==> src/design/rclt_pkg.sv <==
// Shared types and constants for the remote code learning table.
// Used by the core, its result stage, its RAMs and its checker.
package rclt_pkg;

	localparam int SLOTS_DEF = 8;
	localparam int MAX_OUT   = 8;
	localparam int HCNT_W    = $clog2(MAX_OUT + 1);

	localparam int CMD_W   = 3;
	localparam int CODE_W  = 32;
	localparam int SLOT_W  = 8;
	localparam int MODE_W  = 2;
	localparam int BTN_W   = 8;
	localparam int KIND_W  = 3;
	localparam int HIT_W   = 6;
	localparam int TIME_W  = 32;
	localparam int CFG_W   = 16;
	localparam int CFGI_W  = 1;

	localparam logic [CMD_W-1:0] CMD_TICK   = 3'd0;
	localparam logic [CMD_W-1:0] CMD_RECV   = 3'd1;
	localparam logic [CMD_W-1:0] CMD_ADD    = 3'd2;
	localparam logic [CMD_W-1:0] CMD_REMOVE = 3'd3;
	localparam logic [CMD_W-1:0] CMD_LOAD   = 3'd4;

	localparam logic [KIND_W-1:0] KIND_ACK      = 3'd0;
	localparam logic [KIND_W-1:0] KIND_BUTTON   = 3'd1;
	localparam logic [KIND_W-1:0] KIND_LEARNED  = 3'd2;
	localparam logic [KIND_W-1:0] KIND_SUPPRESS = 3'd3;
	localparam logic [KIND_W-1:0] KIND_NOMATCH  = 3'd4;

	localparam logic [MODE_W-1:0] MODE_OFF    = 2'd0;
	localparam logic [MODE_W-1:0] MODE_WAIT   = 2'd1;
	localparam logic [MODE_W-1:0] MODE_ACTIVE = 2'd2;
	localparam logic [MODE_W-1:0] MODE_ERASED = 2'd3;

	localparam logic [CFGI_W-1:0] REG_REPEAT_TIME  = 1'b0;
	localparam logic [CFGI_W-1:0] REG_LEARN_WINDOW = 1'b1;

	localparam logic [BTN_W-1:0] NO_BUTTON    = 8'hFF;
	localparam logic [CFG_W-1:0] REPEAT_RESET = 16'd500;
	localparam logic [CFG_W-1:0] LEARN_RESET  = 16'd5000;

	typedef struct packed {
		logic [KIND_W-1:0] kind;
		logic              ok;
		logic [BTN_W-1:0]  button;
		logic [HIT_W-1:0]  hit_slot;
	} res_t;

	typedef enum logic [1:0] {
		EMIT_NONE,
		EMIT_HIT,
		EMIT_FINISH,
		EMIT_DIRECT
	} emit_op_t;

	typedef struct packed {
		emit_op_t op;
		res_t     res;
	} emit_t;

endpackage

==> src/design/rclt_ram.sv <==
// Generic single-write, single-read RAM with registered read data.
// Depends on rclt_pkg for default sizes only.
module rclt_ram #(
	parameter int WIDTH = rclt_pkg::BTN_W,
	parameter int DEPTH = rclt_pkg::SLOTS_DEF
) (
	input  logic                                   clk,
	input  logic                                   we,
	input  logic [((DEPTH > 1) ? $clog2(DEPTH) : 1)-1:0] waddr,
	input  logic [WIDTH-1:0]                       wdata,
	input  logic                                   re,
	input  logic [((DEPTH > 1) ? $clog2(DEPTH) : 1)-1:0] raddr,
	output logic [WIDTH-1:0]                       rdata
);

	logic [WIDTH-1:0] mem [DEPTH];

	always_ff @(posedge clk) begin
		if (we) begin
			mem[waddr] <= wdata;
		end
		if (re) begin
			rdata <= mem[raddr];
		end
	end

endmodule

==> src/design/rclt_result.sv <==
// Result stage: holds the newest hit back until the next one or the end of the scan
// sets its last flag, caps reported hits, and drives the output register. Uses rclt_pkg.
module rclt_result (
	input  logic          clk,
	input  logic          arst_n,
	input  rclt_pkg::emit_t req,
	output logic          free,
	output logic          out_valid,
	input  logic          out_ready,
	output rclt_pkg::res_t res,
	output logic          last
);

	import rclt_pkg::*;

	logic              out_valid_q;
	res_t              out_q;
	logic              last_q;
	logic              pend_v_q;
	res_t              pend_q;
	logic [HCNT_W-1:0] cnt_q;
	res_t              nomatch;

	assign nomatch   = '{kind: KIND_NOMATCH, ok: 1'b1, button: '0, hit_slot: '0};
	assign free      = !out_valid_q || out_ready;
	assign out_valid = out_valid_q;
	assign res       = out_q;
	assign last      = last_q;

	always_ff @(posedge clk or negedge arst_n) begin
		if (!arst_n) begin
			out_valid_q <= 1'b0;
			out_q       <= '0;
			last_q      <= 1'b0;
			pend_v_q    <= 1'b0;
			pend_q      <= '0;
			cnt_q       <= '0;
		end else begin
			if (out_valid_q && out_ready) begin
				out_valid_q <= 1'b0;
			end
			unique case (req.op)
				EMIT_HIT: begin
					if (cnt_q < HCNT_W'(MAX_OUT)) begin
						if (pend_v_q) begin
							out_q       <= pend_q;
							last_q      <= 1'b0;
							out_valid_q <= 1'b1;
						end
						pend_q   <= req.res;
						pend_v_q <= 1'b1;
						cnt_q    <= cnt_q + 1'b1;
					end
				end
				EMIT_FINISH: begin
					out_q       <= pend_v_q ? pend_q : nomatch;
					last_q      <= 1'b1;
					out_valid_q <= 1'b1;
					pend_v_q    <= 1'b0;
					cnt_q       <= '0;
				end
				EMIT_DIRECT: begin
					out_q       <= req.res;
					last_q      <= 1'b1;
					out_valid_q <= 1'b1;
					pend_v_q    <= 1'b0;
					cnt_q       <= '0;
				end
				default: begin
				end
			endcase
		end
	end

endmodule

==> src/design/remote_code_learning_table_core.sv <==
// Remote code learning table. Add, remove and load are acknowledged; tick gives no output.
// Received code: suppressed, learned, or matched one slot per cycle while the result stage is
// free (through the code RAM read port and one comparator); one item at a time.
// Asynchronous reset clears modes, written flags, the clock, timers and the config registers
// (500, 5000); RAM contents are left alone, unwritten entries read as code 0, button 0xFF.
module remote_code_learning_table_core #(
	parameter int SLOTS = rclt_pkg::SLOTS_DEF
) (
	input  logic                          clk,
	input  logic                          arst_n,
	input  logic                          in_valid,
	output logic                          in_ready,
	input  logic [rclt_pkg::CMD_W-1:0]    cmd,
	input  logic [rclt_pkg::CODE_W-1:0]   code,
	input  logic [rclt_pkg::SLOT_W-1:0]   slot,
	input  logic [rclt_pkg::MODE_W-1:0]   load_state,
	input  logic [rclt_pkg::BTN_W-1:0]    load_button,
	output logic                          out_valid,
	input  logic                          out_ready,
	output logic [rclt_pkg::KIND_W-1:0]   kind,
	output logic                          ok,
	output logic [rclt_pkg::BTN_W-1:0]    button,
	output logic [rclt_pkg::HIT_W-1:0]    hit_slot,
	output logic                          last,
	input  logic                          cfg_valid,
	output logic                          cfg_ready,
	input  logic [rclt_pkg::CFGI_W-1:0]   cfg_index,
	input  logic [rclt_pkg::CFG_W-1:0]    cfg_data
);

	import rclt_pkg::*;

	localparam int IDX_W = (SLOTS > 1) ? $clog2(SLOTS) : 1;
	localparam int CNT_W = $clog2(SLOTS + 1);

	typedef enum logic [2:0] {
		ST_IDLE,
		ST_EXEC,
		ST_DECIDE,
		ST_LEARN,
		ST_MATCH,
		ST_FINISH
	} state_t;

	state_t             state_q;
	logic [CMD_W-1:0]   cmd_q;
	logic [CODE_W-1:0]  code_q;
	logic [SLOT_W-1:0]  slot_q;
	logic [MODE_W-1:0]  lstate_q;
	logic [BTN_W-1:0]   lbutton_q;
	logic [MODE_W-1:0]  mode_q [SLOTS];
	logic [SLOTS-1:0]   code_wr_q;
	logic [SLOTS-1:0]   btn_wr_q;
	logic               armed_q;
	logic [TIME_W-1:0]  last_ev_q;
	logic [TIME_W-1:0]  now_q;
	logic [TIME_W-1:0]  elapsed_q;
	logic [CFG_W-1:0]   rt_q;
	logic [CFG_W-1:0]   lw_q;
	logic [CNT_W-1:0]   scan_q;
	logic               cmp_v_s1;
	logic [IDX_W-1:0]   cmp_idx_s1;
	logic               code_vld_s1;
	logic               btn_vld_s1;

	logic               free;
	emit_t              req;
	res_t               res_o;
	logic [IDX_W-1:0]   idx_scan;
	logic [IDX_W-1:0]   slot_idx;
	logic               slot_ok;
	logic               scan_end;
	logic               in_learn;
	logic               in_repeat;
	logic               learn_hit;
	logic               match_hit;
	logic               ack_ok;
	logic               code_we;
	logic [IDX_W-1:0]   code_waddr;
	logic               btn_we;
	logic               rd_re;
	logic [CODE_W-1:0]  code_rdata;
	logic [BTN_W-1:0]   btn_rdata;
	logic [CODE_W-1:0]  code_rd;
	logic [BTN_W-1:0]   btn_rd;

	assign in_ready  = (state_q == ST_IDLE);
	assign cfg_ready = 1'b1;

	assign idx_scan  = scan_q[IDX_W-1:0];
	assign slot_idx  = slot_q[IDX_W-1:0];
	assign slot_ok   = {1'b0, slot_q} < (SLOT_W + 1)'(SLOTS);
	assign scan_end  = (scan_q == CNT_W'(SLOTS));
	assign in_learn  = elapsed_q < {{(TIME_W - CFG_W){1'b0}}, lw_q};
	assign in_repeat = elapsed_q < {{(TIME_W - CFG_W){1'b0}}, rt_q};
	assign learn_hit = !scan_end && (mode_q[idx_scan] == MODE_WAIT);
	assign code_rd   = code_vld_s1 ? code_rdata : '0;
	assign btn_rd    = btn_vld_s1 ? btn_rdata : NO_BUTTON;
	assign match_hit = cmp_v_s1 && (mode_q[cmp_idx_s1] == MODE_ACTIVE) && (code_rd == code_q);
	assign ack_ok    = slot_ok &&
		(cmd_q == CMD_ADD || cmd_q == CMD_REMOVE || cmd_q == CMD_LOAD);

	always_comb begin
		req.op     = EMIT_NONE;
		req.res    = '0;
		code_we    = 1'b0;
		code_waddr = slot_idx;
		btn_we     = 1'b0;
		rd_re      = 1'b0;
		unique case (state_q)
			ST_EXEC: begin
				if (free && cmd_q != CMD_TICK && cmd_q != CMD_RECV) begin
					req.op     = EMIT_DIRECT;
					req.res.kind = KIND_ACK;
					req.res.ok = ack_ok;
					if (cmd_q == CMD_LOAD && slot_ok) begin
						code_we = 1'b1;
						btn_we  = 1'b1;
					end
				end
			end
			ST_DECIDE: begin
				if (free && !(armed_q && in_learn) && in_repeat) begin
					req.op       = EMIT_DIRECT;
					req.res.kind = KIND_SUPPRESS;
					req.res.ok   = 1'b1;
				end
			end
			ST_LEARN: begin
				if (free && learn_hit) begin
					code_we          = 1'b1;
					code_waddr       = idx_scan;
					req.op           = EMIT_HIT;
					req.res.kind     = KIND_LEARNED;
					req.res.ok       = 1'b1;
					req.res.hit_slot = HIT_W'(idx_scan);
				end
			end
			ST_MATCH: begin
				if (free) begin
					rd_re = !scan_end;
					if (match_hit) begin
						req.op           = EMIT_HIT;
						req.res.kind     = KIND_BUTTON;
						req.res.ok       = 1'b1;
						req.res.button   = btn_rd;
						req.res.hit_slot = HIT_W'(cmp_idx_s1);
					end
				end
			end
			ST_FINISH: begin
				if (free) begin
					req.op = EMIT_FINISH;
				end
			end
			default: begin
			end
		endcase
	end

	always_ff @(posedge clk or negedge arst_n) begin
		if (!arst_n) begin
			state_q     <= ST_IDLE;
			cmd_q       <= '0;
			code_q      <= '0;
			slot_q      <= '0;
			lstate_q    <= '0;
			lbutton_q   <= '0;
			for (int i = 0; i < SLOTS; i++) begin
				mode_q[i] <= MODE_OFF;
			end
			code_wr_q   <= '0;
			btn_wr_q    <= '0;
			armed_q     <= 1'b0;
			last_ev_q   <= '0;
			now_q       <= '0;
			elapsed_q   <= '0;
			rt_q        <= REPEAT_RESET;
			lw_q        <= LEARN_RESET;
			scan_q      <= '0;
			cmp_v_s1    <= 1'b0;
			cmp_idx_s1  <= '0;
			code_vld_s1 <= 1'b0;
			btn_vld_s1  <= 1'b0;
		end else begin
			if (cfg_valid) begin
				unique case (cfg_index)
					REG_REPEAT_TIME:  rt_q <= cfg_data;
					REG_LEARN_WINDOW: lw_q <= cfg_data;
				endcase
			end
			unique case (state_q)
				ST_IDLE: begin
					if (in_valid) begin
						cmd_q     <= cmd;
						code_q    <= code;
						slot_q    <= slot;
						lstate_q  <= load_state;
						lbutton_q <= load_button;
						state_q   <= ST_EXEC;
					end
				end
				ST_EXEC: begin
					if (cmd_q == CMD_TICK) begin
						now_q   <= now_q + 1'b1;
						state_q <= ST_IDLE;
					end else if (cmd_q == CMD_RECV) begin
						elapsed_q <= now_q - last_ev_q;
						state_q   <= ST_DECIDE;
					end else if (free) begin
						if (slot_ok) begin
							if (cmd_q == CMD_ADD) begin
								mode_q[slot_idx] <= MODE_WAIT;
								armed_q          <= 1'b1;
								last_ev_q        <= now_q;
							end else if (cmd_q == CMD_REMOVE) begin
								mode_q[slot_idx]    <= MODE_OFF;
								code_wr_q[slot_idx] <= 1'b0;
								btn_wr_q[slot_idx]  <= 1'b0;
							end else if (cmd_q == CMD_LOAD) begin
								mode_q[slot_idx]    <= (lstate_q == MODE_ERASED) ? MODE_OFF
									: lstate_q;
								code_wr_q[slot_idx] <= 1'b1;
								btn_wr_q[slot_idx]  <= 1'b1;
							end
						end
						state_q <= ST_IDLE;
					end
				end
				ST_DECIDE: begin
					if (armed_q && in_learn) begin
						scan_q  <= '0;
						state_q <= ST_LEARN;
					end else if (free) begin
						if (armed_q) begin
							armed_q <= 1'b0;
							for (int i = 0; i < SLOTS; i++) begin
								if (mode_q[i] == MODE_WAIT) begin
									mode_q[i] <= MODE_OFF;
								end
							end
						end
						if (in_repeat) begin
							last_ev_q <= now_q;
							state_q   <= ST_IDLE;
						end else begin
							scan_q   <= '0;
							cmp_v_s1 <= 1'b0;
							state_q  <= ST_MATCH;
						end
					end
				end
				ST_LEARN: begin
					if (free) begin
						if (!scan_end) begin
							if (learn_hit) begin
								mode_q[idx_scan]    <= MODE_ACTIVE;
								code_wr_q[idx_scan] <= 1'b1;
								armed_q             <= 1'b0;
								last_ev_q           <= now_q;
							end
							scan_q <= scan_q + 1'b1;
						end else begin
							state_q <= ST_FINISH;
						end
					end
				end
				ST_MATCH: begin
					if (free) begin
						if (!scan_end) begin
							cmp_v_s1    <= 1'b1;
							cmp_idx_s1  <= idx_scan;
							code_vld_s1 <= code_wr_q[idx_scan];
							btn_vld_s1  <= btn_wr_q[idx_scan];
							scan_q      <= scan_q + 1'b1;
						end else begin
							cmp_v_s1 <= 1'b0;
						end
						if (match_hit) begin
							last_ev_q <= now_q;
						end
						if (scan_end && !cmp_v_s1) begin
							state_q <= ST_FINISH;
						end
					end
				end
				ST_FINISH: begin
					if (free) begin
						state_q <= ST_IDLE;
					end
				end
				default: begin
					state_q <= ST_IDLE;
				end
			endcase
		end
	end

	rclt_ram #(
		.WIDTH (CODE_W),
		.DEPTH (SLOTS)
	) u_code_ram (
		.clk   (clk),
		.we    (code_we),
		.waddr (code_waddr),
		.wdata (code_q),
		.re    (rd_re),
		.raddr (idx_scan),
		.rdata (code_rdata)
	);

	rclt_ram #(
		.WIDTH (BTN_W),
		.DEPTH (SLOTS)
	) u_btn_ram (
		.clk   (clk),
		.we    (btn_we),
		.waddr (slot_idx),
		.wdata (lbutton_q),
		.re    (rd_re),
		.raddr (idx_scan),
		.rdata (btn_rdata)
	);

	rclt_result u_result (
		.clk       (clk),
		.arst_n    (arst_n),
		.req       (req),
		.free      (free),
		.out_valid (out_valid),
		.out_ready (out_ready),
		.res       (res_o),
		.last      (last)
	);

	assign kind     = res_o.kind;
	assign ok       = res_o.ok;
	assign button   = res_o.button;
	assign hit_slot = res_o.hit_slot;

endmodule

==> config.mk <==
export PLATFORM = sky130hd
export DESIGN_NAME = remote_code_learning_table_core
export DESIGN_NICKNAME = d
export VERILOG_FILES = /design/src/design/rclt_pkg.sv /design/src/design/rclt_ram.sv /design/src/design/rclt_result.sv /design/src/design/remote_code_learning_table_core.sv
export SDC_FILE = /design/constraint.sdc
export NUM_CORES = 1
export LEC_CHECK = 0
export BUFFER_PORTS_ARGS = -buffer_cell sky130_fd_sc_hd__buf_2
export CORE_MARGIN = 2
export CORE_UTILIZATION = 50
export DETAILED_ROUTE_END_ITERATION = 8
export PLACE_DENSITY = 0.66
export RECOVER_POWER = 100
export SLEW_MARGIN = 20
export SYNTH_ARGS = -nofsm -noshare
export SYNTH_HDL_FRONTEND = slang
export SYNTH_SLANG_ARGS = --single-unit
==> constraint.sdc <==
create_clock -name clk -period 12.3 [get_ports clk]
set_input_delay 2.46 -clock clk [delete_from_list [all_inputs] [get_ports clk]]
set_output_delay 2.46 -clock clk [all_outputs]
set_load 0.05 [all_outputs]
# After elaboration in Yosys (flattened, before gate mapping)
# Memories as Yosys holds them, arrays and structs flattened. A register that Yosys moved wholly into a read port is not among the register bits.
# Index checks and enable logic that the tools add are counted.
# op_classes
n_addsub	4
magnitude_cmp	13
eq_ne	61
mux	145
n_bitwise	22
reduce_logical	62
# ops
op	n
$mux W32	14
$mux W16	13
$pmux W32 S4	1
$mux W8	14
$reduce_and A13 Y1	8
$lt A32 B16 Y1	2
$ne A2 B2 Y1 const B	28
$mux W18	3
$pmux W18 S3	1
$pmux W16 S3	1
$mux W3	14
$or A8 B8 Y8	5
$mux W1	35
$add A32 B1 Y32 const B	1
$and A8 B8 Y8	4
$eq A32 B32 Y1	1
$mux W2	16
$sub A32 B32 Y32	1
$mux W4	6
$not A8 Y8	3
$eq A2 B1 Y1 const B	10
$mux W20	1
$mux W19	1
$pmux W3 S6	1
other kinds (50)	123
# word_totals
regBits	270
mem_bits_rw	320
out_inout_bits	22
word_cells	348
n_memories	2
# mem_list
name	depth	word_bits	read_ports	rd_clocked_by_memory_dff	wr	line_no	source
u_code_ram.mem	8	32	1	1	1	rclt_ram.sv:16	logic [WIDTH-1:0] mem [DEPTH];
u_btn_ram.mem	8	8	1	1	1	rclt_ram.sv:16	

# Depth between registers and ports, before layout
# Gate-level depths: netlist of run 1.
# depth
word_depth	14
depth_mapped	16
depth_no_buf	12

# Modules after synthesis
# A second synthesis of run 1 with hierarchy kept.
# unflattened
cells_unflattened	2104
area_unflattened_um2	28946.5
# by_module_without_submodules
module	instances	cells_per_inst	area_per_inst_um2	seq_area_each_um2
remote_code_learning_table_core	1	1437	13506.7	5694.2
rclt_ram at u_code_ram	1	415	10786.6	8648.3
rclt_ram at u_btn_ram	1	114	2771.4	2162.1
rclt_result	1	138	1881.8	1076.0

# Least setup slack after synthesis of run 1
# No wires, ideal clock.
# synth_timing
path_type	input port to flip-flop
startpoint	input out_ready
endpoint	memory u_code_ram.mem[4][0] (netlist bit) (enable)
setup_ns	0.472
t_arrival_ns	6.040
required_ns	11.828
setup_slack_ns	5.788
stages	6
path_buffers	3
path_cell_list	nor2b_1 -> clkbuf_1 -> or4_1 -> buf_2 -> clkbuf_1 -> o32ai_1
# synth_between
elab_chain_len	7
elab_cells_between_ends	11
# synth_rtl
element	line_no	source
from (decl)	remote_code_learning_table_core.sv:19	input logic out_ready,
$logic_or A1 B1 Y1 *	rclt_result.sv:25	assign free = !out_valid_q || out_ready;
$logic_and A1 B1 Y1 (2 in series)	remote_code_learning_table_core.sv:112	if (free && cmd_q != CMD_TICK && cmd_q != CMD_RECV) begin
$mux W1	remote_code_learning_table_core.sv:112	
$pmux W1 S2	remote_code_learning_table_core.sv:110	unique case (state_q)
$mux W1	rclt_ram.sv:19	if (we) begin
$mux W1 (implied by the code)	rclt_ram.sv:20	mem[waddr] <= wdata;
to (decl)	rclt_ram.sv:16	
# Mark *: on every way between the ends. The rest lies on a longest branch, timed or not.

# Worst setup path after layout of run 1
# layout_timing
startpoint	register scan_q[0]
endpoint	register u_result.out_q (netlist bit u_result.res[16])
# layout_between
elab_chain_len	12
elab_cells_between_ends	20
# layout_rtl
element	line_no	source
from (decl)	remote_code_learning_table_core.sv:60	logic [CNT_W-1:0] scan_q;
from (signal assigned)	remote_code_learning_table_core.sv:262	scan_q <= scan_q + 1'b1;
from (signal assigned)	remote_code_learning_table_core.sv:275	scan_q <= scan_q + 1'b1;
$not A3 Y4 (implied by the code)	remote_code_learning_table_core.sv:96	assign learn_hit = !scan_end && (mode_q[idx_scan] == MODE_WAIT);
$bmux W2 S3	remote_code_learning_table_core.sv:96	
$mux W2 (implied by the code) (2 in series)	remote_code_learning_table_core.sv:96	
$eq A2 B1 Y1	remote_code_learning_table_core.sv:96	
$logic_and A1 B1 Y1 *	remote_code_learning_table_core.sv:96	
$logic_and A1 B1 Y1 *	remote_code_learning_table_core.sv:130	if (free && learn_hit) begin
$mux W5 *	remote_code_learning_table_core.sv:130	
$pmux W2 S5	remote_code_learning_table_core.sv:110	
$eq A2 B1 Y1 / $eq A2 B2 Y1 (equally long branches)	rclt_result.sv:42	unique case (req.op)
$ne A2 B1 Y1 (no source line) / $reduce_bool A3 Y1 (equally long branches)	-	
$reduce_and A3 Y1 (no source line)	-	
to (signal assigned)	rclt_result.sv:46	out_q <= pend_q;
to (signal assigned)	rclt_result.sv:56	out_q <= pend_v_q ? pend_q : nomatch;
to (signal assigned)	rclt_result.sv:63	out_q <= req.res;
to (decl)	rclt_result.sv:17	res_t out_q;
# Mark *: on every way between the ends. The rest lies on a longest branch, timed or not. The select of a mux whose other input is x is not followed.
# A chain may end at the register's enable or synchronous reset.

==> impl_metrics.tcl, run 1 <==
set metrics [dict create \
    run_status "finished, violations left" \
    failed_checks "capacitance limit, slew limit" \
    die-area_mm2 0.0574 \
    antenna_left 0 \
    grt_pass1_vias 18500 \
    syn_area_mm2 0.0277 \
    avgSynthCellArea_um2 12.6 \
    r2r_end "u_result.res[16]" \
    start_util 0.504 \
    cts_max_path_buffers 3 \
    ys_ff_latch 623 \
    stdcell_area_mm2 0.0313 \
    top_layer "met4" \
    seq_area_frac_synth 0.628 \
    worstHoldPathType "register to register" \
    nFillCells 4521 \
    arrival_ps 8270 \
    wl_met2_um 31300 \
    antenna_cells 0 \
    path_cells "clkbuf_1 -> inv_1 -> mux2_1 -> mux4_2 -> or4_1 -> nand2b_2 -> o311a_1 -> nand2b_1 -> a21boi_4 -> a221o_1" \
    fin_ws_ps 4570 \
    worstSkewPairLatency_ps 630 \
    grt.overflow.total 0 \
    power.total_mw 7.38 \
    portBuffers 92 \
    crit_path_top_delay_cell "clkbuf_1" \
    p_leak_nw 12.0 \
    ios 97 \
    drive_gt1_frac 0.147 \
    drv_slew 420 \
    via_per_inst 6.02 \
    yosysWarnings 0 \
    dieWidth_um 239 \
    cp_max_fo 50 \
    finalHoldViolations 0 \
    drv_cap 10 \
    critPathLaunch "scan_q[0]" \
    wl_um 66600 \
    grt_max_degree 92 \
    fin_crit_ps 7730 \
    worst_pin_slew_ps 5370 \
    path_class "register to register" \
    placed_cell_area_mm2 0.0291 \
    irDropWorstVdd_mv 0.160 \
    cts.repair.resized 0 \
    layoutNonFillerInstCount 3082 \
    rows 86 \
    met3WireLength_um 3950 \
    hold_buffers 0 \
    cp_slowest_stage_delay_ps 2420 \
    cp-end-kind "register" \
    slew_headroom -2.58 \
    path_clk_slew_ps 60 \
    r2r_start "scan_q[0]" \
    core-area_mm2 0.0550 \
    synth_edf_count 360 \
    grtUsageTotal 0.236 \
    yosys_most_used_dff "edfxtp_1" \
    min_to "u_result.pend_q[9]" \
    wl_met1_um 29300 \
    cts_max_level 3 \
    antenna_found_initial 0 \
    max_freq_mhz 129 \
    place.gp.congestion 0.912 \
    numCtsBuffers 68 \
    grt_pass1_wl_um 104000 \
    cp-start-kind "register" \
    fp.dieH_um 239 \
    hold_depth 2 \
    cts_sinks 623 \
    finalCritPeriodShare 0.628 \
    dp_cells 2958 \
    drc 0 \
    finalNetCount 2423 \
    wl_per_cell_um 21.6 \
    firstDrtPassIters 8 \
    synth_top_area_frac 0.390 \
    syn_inst 2194 \
    yosys.area.top_type "edfxtp_1" \
    syn_to_final_growth_pct 12.9 \
    async_reset_ff_frac 0.422 \
    setup_viol 0 \
    r2r_slack_ps 4570 \
    power.density_mw_per_mm2 236 \
    skew_ps 35.7 \
    yosys-top-cells-area "edfxtp_1 (39%), dfrtp_1 (23%), mux2_2 (4.1%)" \
    cp_data_required_time_ps 12840 \
    rsz0062_at_grt "false" \
    place_ws_ps 6550 \
    final.setup.tns_ps 0 \
    vias 18500 \
    reg2regPathDepth 10 \
    final_util 0.569 \
    place_hpwl_um 41900 \
    drtIter0Drc 1857 \
    hp-start "u_result.pend_q[9]" \
    cts_setup_buffers 0 \
    cts_tree "yes" \
    ys_types 78 \
    hold_slack_ps 475 \
    root_buffer "clkbuf_16" \
]
layout by cell type (no fill, tap or decap), types with 28 or more instances in the layout:
| cell | netlist | layout |
|---|---|---|
| a221oi_1 | 28 | 28 |
| a22o_1 | 31 | 31 |
| buf_2 | 7 | 71 |
| clkbuf_1 | 88 | 45 |
| mux2_2 | 100 | 99 |
| clkbuf_16 | 0 | 69 |
| a22oi_1 | 100 | 100 |
| nand3_1 | 63 | 62 |
| a31oi_1 | 32 | 32 |
| nor2_1 | 125 | 119 |
| nand4_1 | 34 | 34 |
| inv_1 | 86 | 86 |
| nand2_1 | 160 | 160 |
| dfrtp_1 | 252 | 251 |
| o21ai_0 | 126 | 126 |
| edfxtp_1 | 360 | 360 |
| ha_1 | 67 | 67 |
| nand2b_1 | 44 | 44 |
| xnor2_1 | 47 | 47 |
| a21oi_1 | 74 | 74 |
power breakdown:
group	switching [mW]	internal, mW
Clock	0.839	1.26
Combinational	1.34	0.857
Sequential	0.416	2.67
registers in the layout, indices dropped and copies added, names as in the netlist, 8 cells and up, named ones only:
signal and flops:
code_q 32, elapsed_q 32, last_ev_q 32, lbutton_q 8
lw_q 16, now_q 32, rt_q 16, slot_q 8
u_btn_ram.mem 64, u_btn_ram.rdata 8, u_code_ram.mem 256, u_code_ram.rdata 32
u_result.pend_q 14, u_result.res 15
synthesized netlist by cell type (all sizes together) (10+ instances only):
library cell  instances
edfxtp              360
dfrtp               252
nand2               160
o21ai               129
nor2                125
mux2                106
a22oi               100
clkbuf               88
inv                  87
a21oi                74
ha                   67
nand3                63
xnor2                47
nand2b               45
nand4                34
a31oi                32
a22o                 31
a221oi               28
buf                  22
mux2i                22
o31ai                22
nor2b                21
xor2                 21
a21o                 20
and3                 19
nor3                 16
o22ai                16
nor4                 15
a211oi               14
a41oi                14
dfstp                11
and2                 10
worst max-delay path by stage:
stage / cells after the start / endpoint
2_1_floorplan: 6 / u_code_ram.mem[4][0]
3_3_place_gp: 8 / u_result.res[16]
3_5_place_dp: 8 / u_result.res[16]
4_1_cts: 8 / u_result.res[16]
5_1_grt: 3 / code_q[3]
6_report: 10 / u_result.res[16]
worst max-delay path, delay by kind of cell (launching register included):
family | cells | cell delay [ps]
DFF | 1 | 350
AOI/OAI and AO/OA | 3 | 1050
muxes | 2 | 1120
buffers and inverters | 2 | 3510
and+or+nand+nor | 3 | 1610
routing by layer:
metal	GRT usage	vias up
li1	-	8461
met1	0.324	9319
met2	0.384	618
met3	0.0354	143
met4	0.0890	0
met5	0	-
area by class of cell:
| cell class | count | area (um2) | area share |
|---|---|---|---|
| Tap cell | 748 | 936 | 0.0299 |
| Sequential cell | 623 | 17400 | 0.556 |
| Clock buffer | 94 | 1930 | 0.0617 |
| Timing Repair Buffer | 124 | 637 | 0.0203 |
| Inverter | 87 | 327 | 0.0104 |
| Multi-Input combinational cell | 1376 | 9660 | 0.309 |
| Clock inverter | 30 | 408 | 0.0130 |
logic make-up after synthesis:
group / Yosys count / synth area share
compound gates: 549 / 0.135
xor+xnor: 68 / 0.0215
fa+ha+maj: 68 / 0.0310
buf+inv: 197 / 0.0285
flops: 623 / 0.628
mux: 137 / 0.0583
other cells: 2 / 0.000271
simple gates: 550 / 0.0980
Note: power is estimated with default switching activity, not from simulation.
==> run 2, diff against run 1 <==
Settings changed: PLACE_DENSITY 0.66 to 0.69.
Clock period 12.3 ns to 6.7 ns, I/O delays scaled along.
==> run 2 against run 1 <==
The flow still finishes with violations (capacitance limit, slew limit). Sequential power increased by 85%. Fmax increased by 38%. Die area unchanged. Via count increased by 0.28%. Global-route usage increased by 0.35 points. Hold slack improved by 7.4 ps. Final area decreased by 0.39%. Power increased by 82%. Critical path depth decreased by 3. Clock power increased by 78%. First-iteration DRC count decreased by 14%.
==> impl_metrics.tcl, run 2 (synthesized netlist as in run 1, its figures left out) <==
set metrics [dict create \
    fp.dieH_um 239 \
    portBuffers 92 \
    cp_data_required_time_ps 6910 \
    nFillCells 4414 \
    worstHoldPathType "register to register" \
    grt_max_degree 118 \
    layout_common_cells "edfxtp_1 (360), dfrtp_1 (252), nand2_1 (160)" \
    root_buffer "clkbuf_16" \
    largest_reg_flops 256 \
    place_hpwl_um 43300 \
    worstSkewPairLatency_ps 620 \
    final_common_cell "edfxtp_1" \
    run_status "finished, violations left" \
    cts_max_path_buffers 3 \
    path_class "register to register" \
    core-area_mm2 0.0550 \
    cp-end-kind "register" \
    skew_ps 35.1 \
    via_per_inst 6.04 \
    final.setup.tns_ps 0 \
    p_leak_nw 12.0 \
    finalNetCount 2420 \
    drv_slew 559 \
    die-area_mm2 0.0574 \
    fin_ws_ps 1090 \
    setup_viol 0 \
    netSwitchingFraction 0.353 \
    finalCritPeriodShare 0.837 \
    top_regs "u_code_ram.mem x256, u_btn_ram.mem x64" \
    p_comb_frac 0.293 \
    failed_checks "capacitance limit, slew limit" \
    antenna_left 0 \
    place.gp.congestion 0.959 \
    wl_um 67700 \
    cp_max_fo 32 \
    cts.repair.resized 0 \
    power_frac_seq 0.428 \
    p_sw_mw 4.73 \
    cts_tree "yes" \
    slew_headroom -0.985 \
    rows 86 \
    finalHoldViolations 0 \
    grt.overflow.total 0 \
    wl_per_cell_um 22.0 \
    power.total_mw 13.4 \
    cts_sinks 623 \
    drv_cap 13 \
    vias 18600 \
    layoutNonFillerInstCount 3078 \
    grt_pass1_wl_um 106000 \
    syn_to_final_growth_pct 12.5 \
    path_clk_slew_ps 60 \
    cts_max_level 3 \
    place_ws_ps 1910 \
    dp_cells 2956 \
    grt_pass1_vias 18400 \
    numCtsBuffers 67 \
    ios 97 \
    hold_buffers 0 \
    max_freq_mhz 178 \
    rsz0062_at_grt "false" \
    drtIter0Drc 1592 \
    cts_setup_buffers 0 \
    cp-start-kind "register" \
    dieWidth_um 239 \
    power.density_mw_per_mm2 429 \
    irDropWorstVdd_mv 0.327 \
    worst_pin_slew_ps 2980 \
    drive_gt1_frac 0.147 \
    antenna_cells 0 \
    intPower_mw 8.67 \
    drc 0 \
    firstDrtPassIters 8 \
    clkPwrFrac 0.279 \
    arrival_ps 5820 \
    max_flop_register "u_code_ram.mem" \
    start_util 0.504 \
    antenna_found_initial 1 \
    final_util 0.567 \
    grtUsageTotal 0.240 \
    fin_crit_ps 5610 \
]
==> run 2: cell types whose count changed in the layout (fill, tap and decap cells not counted), sizes merged <==
cell	before	now
bufinv	7	6
clkbuf	125	126
clkinv	18	19
inv	88	89
buf	93	87
==> run 2: stage by stage <==
step,instance area (um2),hold WS [ps]
2_1_floorplan,27700,449
3_3_place_gp,29100,465
3_5_place_dp,29100,472
4_1_cts,31300,486
5_1_grt,31200,504
6_report,31200,482
==> run 2: path summary, 6_finish.rpt <==
path                                from                    to  slack [ps]  cells past startpoint
max                            scan_q[0]  u_code_ram.mem[5][5]        1090                      7
max in group asynchronous         arst_n             now_q[14]        2110                      2
min                        elapsed_q[19]         elapsed_q[19]         480                      2
min in group asynchronous         arst_n       u_result.res[8]        1690                      1
min reg2reg                elapsed_q[19]         elapsed_q[19]         480                      2
max reg2reg                    scan_q[0]  u_code_ram.mem[5][5]        1090                      7
==> run 2: area by class of cell <==
class,count,area [um2],area share
inverter,87,328,0.0105
sequential,623,17400,0.558
clock buffer,91,1890,0.0606
timing repair buffer,122,616,0.0197
multi-input combinational,1376,9660,0.310
clock inverter,31,350,0.0112
tap,748,936,0.0300
==> run 2: worst max-delay path: stages, from the launching register on <==
cell	delay, ps
dfrtp_1	1190
inv_1	520
mux2_1	440
mux4_2	490
or4_1	880
or2_0	560
o22ai_4	190
clkbuf_2	920
==> run 2: power groups by stage <==
stage | registers [mW] | logic (mW) | clock network, mW
final | 5.73 | 3.92 | 3.74
after floorplan | 5.43 | 2.95 | 0
after global routing | 5.83 | 4.32 | 3.96
after CTS | 5.72 | 3.93 | 3.80
after detailed placement | 5.80 | 3.91 | 0
after global placement | 5.75 | 3.81 | 0
==> run 2: routing by layer <==
metal,vias up,global-route usage,routed length (um)
met4,0,0.0826,2180
met1,9296,0.334,29100
li1,8446,-,-
met2,691,0.382,31600
met5,-,0,0
met3,159,0.0430,4800
==> run 3, diff against run 2 <==
Settings changed: ABC_AREA set to 1, PLACE_DENSITY 0.69 to 0.66.
Clock period 6.7 ns to 5.55 ns, I/O delays scaled along.
==> run 3 against run 2 <==
The flow still finishes with violations (capacitance limit, slew limit). Clock-buffer cell count unchanged. Sequential power increased by 20%. Flip-flop and latch count unchanged. Final cell count increased by 17%. Via count up 9.7%. Combinational power increased by 20%. Synthesized area is 2.0% higher. Non-clock buffer count fell by 1. Global-route usage up 1.4 points. Critical path depth is the same. Die area increased by 1.9%. Hold slack worse by 0.88 ps.
==> impl_metrics.tcl, run 3 <==
set metrics [dict create \
    run_status "finished, violations left" \
    failed_checks "capacitance limit, slew limit" \
    arrival_ps 5030 \
    vias 20400 \
    yosys-top-cells-area "edfxtp_1 (38%), dfrtp_1 (22%), nand2_1 (7.5%)" \
    seq_area_frac_synth 0.616 \
    cp-end-kind "register" \
    cts_max_path_buffers 3 \
    worstSkewPairLatency_ps 610 \
    grt_max_degree 115 \
    wl_um 73600 \
    yosys_most_used_dff "edfxtp_1" \
    syn_to_final_growth_pct 12.1 \
    p_leak_nw 13.1 \
    numCtsBuffers 68 \
    nFillCells 4840 \
    yosysWarnings 0 \
    die-area_mm2 0.0585 \
    cp_max_fo 45 \
    ios 97 \
    syn_area_mm2 0.0283 \
    cp-start-kind "register" \
    path_class "register to register" \
    synth_common_cells "nand2_1 (562), edfxtp_1 (360), dfrtp_1 (252)" \
    cts.repair.resized 0 \
    avgSynthCellArea_um2 10.5 \
    hold_buffers 0 \
    root_buffer "clkbuf_16" \
    drv_cap 3 \
    synth_edf_count 360 \
    portBuffers 92 \
    antenna_found_initial 1 \
    antenna_cells 0 \
    core-area_mm2 0.0562 \
    path_cells "inv_1 -> nor3_4 -> clkbuf_1 -> nand2_1 -> nand3_1 -> nor2_1 -> a41oi_1" \
    via_per_inst 5.68 \
    fin_crit_ps 4560 \
    yosysMostFrequentCell "nand2_1" \
    dieWidth_um 242 \
    final_common_cell "nand2_1" \
    wl_per_cell_um 20.5 \
    grt_pass1_wl_um 116000 \
    power.density_mw_per_mm2 511 \
    cts_tree "yes" \
    power.total_mw 16.2 \
    firstDrtPassIters 6 \
    slew_headroom -1.16 \
    ys_ff_latch 623 \
    drv_slew 222 \
    cts_sinks 623 \
    finalCritPeriodShare 0.821 \
    yosys.area.top_type "edfxtp_1" \
    max_freq_mhz 219 \
    antenna_left 0 \
    async_reset_ff_frac 0.422 \
    place.gp.congestion 0.944 \
    syn_inst 2684 \
    cp_slowest_stage_delay_ps 2320 \
    cp_data_required_time_ps 6030 \
    rows 87 \
    stdcell_area_mm2 0.0317 \
    cts_setup_buffers 0 \
    ys_types 63 \
    final.setup.tns_ps 0 \
    grt_pass1_vias 20400 \
    largest_reg_flops 256 \
    path_clk_slew_ps 60 \
    place_hpwl_um 47300 \
    max_flop_register "u_code_ram.mem" \
    crit_path_top_delay_cell "clkbuf_1" \
    grtUsageTotal 0.254 \
    worstHoldPathType "register to register" \
    layout_common_cells "nand2_1 (565), edfxtp_1 (360), dfrtp_1 (252)" \
    synth_top_area_frac 0.382 \
    drtIter0Drc 1884 \
    placed_cell_area_mm2 0.0296 \
    start_util 0.503 \
    worst_pin_slew_ps 3240 \
    rsz0062_at_grt "false" \
    irDropWorstVdd_mv 0.454 \
    finalHoldViolations 0 \
    grt.overflow.total 0 \
    drc 0 \
    drive_gt1_frac 0.101 \
    finalNetCount 2928 \
    setup_viol 0 \
    cts_max_level 3 \
    skew_ps 19.8 \
    hold_slack_ps 481 \
    fp.dieH_um 242 \
    top_regs "u_code_ram.mem x256, u_btn_ram.mem x64" \
]
run 3: cell types whose count changed after synthesis, moves of 41 or more:
cell / delta
nor2_1: +71
nand3_1: +44
mux2_2: -64
a21oi_1: +61
nand2b_1: -44
nand2_1: +402
a22oi_1: -41
inv_1: +159
run 3: report_power, final:
group	switching [mW]	total [mW]	internal, mW	leakage (nW)
registers	0.880	6.87	5.99	6.54
logic	3.17	4.70	1.53	5.39
clock network	1.88	4.65	2.77	1.13
total	5.92	16.2	10.3	13.1
run 3: cell type report:
type | count | area, um2 | area share
sequential | 623 | 17400 | 0.549
tap | 756 | 946 | 0.0298
timing repair buffer | 121 | 627 | 0.0198
clock buffer | 91 | 1910 | 0.0602
inverter | 261 | 980 | 0.0309
clock inverter | 33 | 399 | 0.0126
multi-input combinational | 1710 | 9440 | 0.298
run 3: final timing paths:
check | endpoint | depth (start not counted) | slack, ps | from
setup / recovery | code_vld_s1 | 7 | 990 | scan_q[0]
hold / removal | elapsed_q[22] | 2 | 480 | elapsed_q[22]
setup reg to reg | code_vld_s1 | 7 | 990 | scan_q[0]
hold reg to reg | elapsed_q[22] | 2 | 480 | elapsed_q[22]
max in group asynchronous | asynchronous set/reset pin | 2 | 1620 | arst_n
min in group asynchronous | now_q[1] | 1 | 1400 | arst_n
run 3: cell families after synthesis:
family                   synth area share
XOR/XNOR                           0.0198
other                            0.000266
AND/OR/NAND/NOR                     0.156
AO/OA/AOI/OAI                       0.114
buffers and inverters              0.0492
adder cells (fa/ha/maj)            0.0304
multiplexers                       0.0143
flip-flops                          0.616
run 3: critical path: cells and delay by family (launching register included):
kind	cells	cell delay, ps
AO/OA/AOI/OAI	1	310
buffers and inverters	2	2720
flip-flops	1	660
AND/OR/NAND/NOR	4	740
run 3: metal layers:
layer | share of wire | wire length (um) | track usage
met5 | 0 | 0 | 0
met4 | 0.029 | 2100 | 0.0842
met3 | 0.063 | 4620 | 0.0398
met2 | 0.47 | 34700 | 0.412
met1 | 0.44 | 32100 | 0.350
run 3: through the flow:
step,util,setup WS [ps],cells
4_1_cts,0.568,1590,3595
3_3_place_gp,0.527,1720,3471
5_1_grt,0.564,819,3595
2_1_floorplan,-,1590,2686
6_report,0.564,991,3595
3_5_place_dp,0.527,1630,3471
